File: src/hdl/tos_pkg.sv
// Package for the triangle oscillator: widths, types, reset values and helpers.
`default_nettype none
package tos_pkg;

  localparam int FREQ_W  = 32;
  localparam int PHASE_W = 32;
  localparam int SYNC_W  = 33;
  localparam int SCALE_W = 48;
  localparam int WAVE_W  = 16;

  // step_scale splits into a 32-bit low half and a 16-bit high half
  localparam int SCALE_LO_W = 32;
  localparam int SCALE_HI_W = SCALE_W - SCALE_LO_W;

  // freq * lo, bits 64:32, and freq * hi, bits 47:0
  localparam int PROD_LO_W = FREQ_W + 1;
  localparam int PROD_HI_W = FREQ_W + SCALE_HI_W;
  localparam int STEP_SUM_W = PROD_HI_W + 1;

  localparam logic [SCALE_W-1:0] STEP_SCALE_RST = 48'd1501199875790;
  localparam logic [PHASE_W-1:0] HALF_CYCLE     = 32'h8000_0000;

  typedef logic [PHASE_W-1:0] phase_t;
  typedef logic signed [WAVE_W-1:0] wave_t;

  // stage advance strobes issued by the top-level flow control
  typedef struct packed {
    logic prod;
    logic step;
    logic out;
  } tos_adv_t;

  // per-beat data carried alongside the step pipeline
  typedef struct packed {
    phase_t offset;
    logic   sync_hit;
    phase_t sync_val;
  } tos_side_t;

  // fold phase into a triangle: p, 32768 - p, or p - 65536 (same bits as p)
  function automatic wave_t tri_fold(input phase_t ph);
    logic [WAVE_W-1:0] p;
    logic [WAVE_W:0]   mid;
    begin
      p   = ph[PHASE_W-1 -: WAVE_W];
      mid = 17'h1_0000 - {1'b0, p} - 17'h0_8000;
      if (p[WAVE_W-1] != p[WAVE_W-2]) begin
        tri_fold = wave_t'(mid[WAVE_W-1:0]);
      end else begin
        tri_fold = wave_t'(p);
      end
    end
  endfunction

endpackage
`default_nettype wire

File: src/hdl/tos_phase.sv
// Phase accumulator with offset modulation and hard sync, plus triangle output register.
`default_nettype none
module tos_phase (
  input  wire logic              clk,
  input  wire logic              rst_n,
  input  wire tos_pkg::tos_adv_t adv,
  input  wire logic              fire,
  input  wire tos_pkg::phase_t   step,
  input  wire tos_pkg::tos_side_t side,
  output tos_pkg::wave_t         wave
);
  import tos_pkg::*;

  phase_t phase_acc_r, phase_acc_nxt;
  phase_t prev_offset_r;
  phase_t phase_now;
  wave_t  wave_r;

  always_comb begin
    if (side.sync_hit) begin
      phase_now = side.sync_val;
    end else begin
      phase_now = phase_acc_r + (side.offset - prev_offset_r);
    end
    phase_acc_nxt = phase_now + step;
  end

  always_ff @(posedge clk) begin
    if (!rst_n) begin
      phase_acc_r   <= '0;
      prev_offset_r <= '0;
    end else if (fire) begin
      phase_acc_r   <= phase_acc_nxt;
      prev_offset_r <= side.offset;
    end
  end

  always_ff @(posedge clk) begin
    if (adv.out) begin
      wave_r <= tri_fold(phase_now);
    end
  end

  assign wave = wave_r;

endmodule
`default_nettype wire

File: config.mk
export PLATFORM = sky130hd
export DESIGN_NAME = tos_phase
export DESIGN_NICKNAME = d
export VERILOG_FILES = /design/src/hdl/tos_pkg.sv /design/src/hdl/tos_phase.sv
export SDC_FILE = /design/constraint.sdc
export NUM_CORES = 1
export LEC_CHECK = 0
export ABC_AREA = 1
export BUFFER_PORTS_ARGS = -buffer_cell sky130_fd_sc_hd__clkbuf_2
export CAP_MARGIN = 25
export CELL_PAD_IN_SITES_DETAIL_PLACEMENT = 0
export CELL_PAD_IN_SITES_GLOBAL_PLACEMENT = 1
export CORE_AREA = 2 2 152 154
export CTS_BUF_LIST = sky130_fd_sc_hd__clkbuf_2 sky130_fd_sc_hd__clkbuf_4 sky130_fd_sc_hd__clkbuf_8
export DETAILED_ROUTE_END_ITERATION = 10
export DIE_AREA = 0 0 154 156
export PLACE_DENSITY = 0.86
export SETUP_SLACK_MARGIN = 0.2
export SYNTH_ARGS = -nofsm -noshare
export SYNTH_HDL_FRONTEND = slang
export SYNTH_SLANG_ARGS = --single-unit
export TNS_END_PERCENT = 50
File: constraint.sdc
create_clock -name clk -period 5.9 [get_ports clk]
set_input_delay 1.18 -clock clk [delete_from_list [all_inputs] [get_ports clk]]
set_output_delay 1.18 -clock clk [all_outputs]
set_load 0.01 [all_outputs]
==> results.py <==
metrics = {
    "outcome": {
        "status": "finished clean",
    },
    "grt": {
        "grt_antenna_before_repair": 0,
        "grt-ovfl-total": 0,
        "grt_pass1_wl_um": 41300,
        "grt_pass1_vias": 8255,
        "grt_max_degree": 74,
        "grt_use_total_pct": 21.87,
    },
    "route": {
        "wl_um": 25760,
        "antenna_left": 0,
        "initialDrtViolationCount": 540,
        "drc_errors": 0,
        "vias_per_cell": 4.816,
        "post_drt_wl_per_cell_um": 14.34,
        "firstDrtPassIters": 5,
        "vias": 8650,
    },
    "critical_path": {
        "worstPathArrival_ns": 5.33,
        "critPathKind": "in2reg",
        "cp_top_family": "simple AND/OR/NAND/NOR gates",
        "reg2reg_depth": 29,
        "slowest_delay_ns": 0.55,
        "required_ns": 6.16,
        "end_kind": "flip-flop",
        "critPathMaxFanout": 5,
        "cpMostUsedCell": "nand2_1",
        "critPathLaunchType": "input port",
        "crit_buf_inv": 5,
        "cp_cell_sequence": "clkbuf_2, inv_1, fa_1, inv_1, ha_1, nand2_1, nor2_1, nand2_1, nor2_1, nand2_1, nand4_1, nand3_1, o21ai_2, inv_1, ha_1, nand2_1, o21ai_0, a21oi_1, nand3_1, a31oi_1, nand3b_1, nand3_1, nand2_1, inv_1",
        "path_depth": 24,
        "cp_slowest_cell": "fa_1",
    },
    "clock_tree": {
        "cts_root_buf": "clkbuf_8",
        "hold_buffers": 0,
        "clk_pin_slew_ns": 0.10,
        "htreeDepth": 3,
        "clkLatencyLatePin_ns": 0.37,
        "postCtsResizedCells": 0,
        "clock_sinks": 80,
        "clockBufferDepth": 2,
        "cts_buffers": 9,
        "cts_tree": "yes",
        "post-cts-setup-buffers": 0,
    },
    "timing": {
        "fin_crit_ns": 5.070,
        "period_share_pct": 85.94,
        "rsz0062_at_grt": "false",
        "fmax_mhz": 197.2,
        "slew_headroom_pct": 44.19,
        "finalHoldViolCount": 0,
        "worstMarginPinSlew_ns": 0.8372,
        "slew_violations": 0,
        "finalSetupTns_ns": 0,
        "fin_skew_ns": 0.01940,
        "setup_violations": 0,
    },
    "die": {
        "start_util_pct": 39.35,
        "coreArea_um2": 22370,
        "rows": 55,
        "die_w_um": 154,
        "ios": 119,
        "dieArea_um2": 24020,
        "die_h_um": 156,
    },
    "min_path": {
        "hold_path_depth": 2,
        "hold_path_class": "reg2reg",
    },
    "placed_design": {
        "placed_cells": 1780,
        "placed_cell_area_um2": 9659,
        "io_buffers": 116,
        "dp_hpwl_um": 22120,
        "place_congestion": 0.9104,
    },
    "layout": {
        "antenna_cells": 0,
        "final_common_cell": "nand2_1",
        "mostFrequentLayoutCells": "nand2_1, inv_1, clkbuf_2",
        "design_area_um2": 9844,
        "multi_input_area_um2": 5680,
        "seqCellArea_um2": 1762,
        "instances_no_fill": 1796,
        "n_fill_cell": 2407,
        "syn2layout_area_growth_pct": 11.86,
        "utilization_pct": 44.02,
        "drive_above_1_share_pct": 13.30,
        "final_nets": 1709,
    },
    "synth": {
        "synthArstFlopShare_pct": 0,
        "syn_nets": 1604,
        "synth_cell_types": 44,
        "netlist_area_um2": 8801,
        "synth_edf_count": 16,
        "synth_area_per_cell_um2": 6.282,
        "synth-seq-cells": 80,
        "synth_top_area_cell": "dfxtp_1",
        "yosysSeqAreaShare_pct": 20.02,
        "synth.area.top_cells": "dfxtp_1, nand2_1, inv_1, ha_1, fa_1",
        "yosysWarnings": 0,
        "ys.flop_type": "dfxtp_1",
        "yosysTopAreaCellShare_pct": 14.56,
        "synth_cells": 1401,
    },
    "job": {
        "maxCapViolations": 0,
    },
    "power": {
        "p_leak_nw": 5.605,
        "power.total_w": 0.004565,
        "irDropWorstVdd_mv": 0.1619,
        "power.density_nw_per_um2": 463.7,
    },
}
==> stage by stage <==
| step | hold WS, ns | setup slack, ns |
|---|---|---|
| floorplan | 0.4397 | 1.301 |
| global placement | 0.4653 | 0.5296 |
| detailed placement | 0.4716 | 0.4787 |
| CTS | 0.4866 | 0.8713 |
| global route | 0.4947 | 0.4390 |
| finish | 0.4907 | 0.8298 |
==> worst register-to-register path, delay by kind of cell (launching register included) <==
| kind | cells | cell delay [ns] |
|---|---|---|
| buf+inv | 7 | 0.51 |
| simple gates | 13 | 1.55 |
| compound gates | 5 | 0.93 |
| flops | 1 | 0.32 |
| fa+ha+maj | 4 | 1.13 |
==> registers in the layout, summed over array words and instances, names as in the netlist <==
signal         cells
phase_acc_r       32
prev_offset_r     32
wave              16
==> cell type report <==
type	instances	share of cell area, %
inverters	329	12.54
clock inverters	7	0.6228
flip-flops and latches	80	17.90
well taps	285	3.622
repair buffers	122	6.355
clock buffers	9	1.258
multi-input cells	964	57.70
==> path summary, 6_finish.rpt <==
kind,start,endpoint,slack (ns)
worst max-delay path,side[50],phase_acc_r[31],0.83
worst max register to register,phase_acc_r[0],phase_acc_r[31],1.37
worst min register to register,phase_acc_r[0],phase_acc_r[0],0.49
worst min-delay path,phase_acc_r[0],phase_acc_r[0],0.49
==> layer usage <==
metal / up-vias / GRT usage [%] / part of all wire [%]
met1: 3891 / 30.04 / 48
met3: 34 / 2.278 / 4.2
met5: - / 0 / 0
met2: 166 / 36.17 / 45
met4: 0 / 6.943 / 2.4
li1: 4559 / - / -
==> kinds of logic after synthesis <==
group / Yosys count / synth area share (%)
buffers and inverters: 357 / 15.44
and+or+nand+nor: 587 / 28.96
muxes: 9 / 1.024
AOI/OAI and AO/OA: 231 / 13.93
DFF: 80 / 20.02
xor gates and xnor gates: 37 / 3.682
adders and majority gates: 100 / 16.95
==> synth_stat cells (9+ instances only) <==
| master | count |
|---|---|
| xor2_1 | 29 |
| inv_1 | 317 |
| ha_1 | 68 |
| a21oi_1 | 113 |
| clkbuf_1 | 20 |
| edfxtp_1 | 16 |
| or2_2 | 16 |
| mux2i_1 | 9 |
| nor2_1 | 88 |
| nand4_1 | 11 |
| fa_1 | 32 |
| inv_2 | 10 |
| nand2_1 | 339 |
| o21ai_0 | 84 |
| dfxtp_1 | 64 |
| nand2_2 | 15 |
| nand3_1 | 78 |
==> power by group <==
part	total (W)	internal (W)	switching, W
Clock	0.000400	0.000162	0.000238
Sequential	0.000738	0.000702	0.0000363
Combinational	0.00343	0.00116	0.00227
Total	0.00456	0.00202	0.00254
Note: power is estimated with default switching activity, not from simulation.
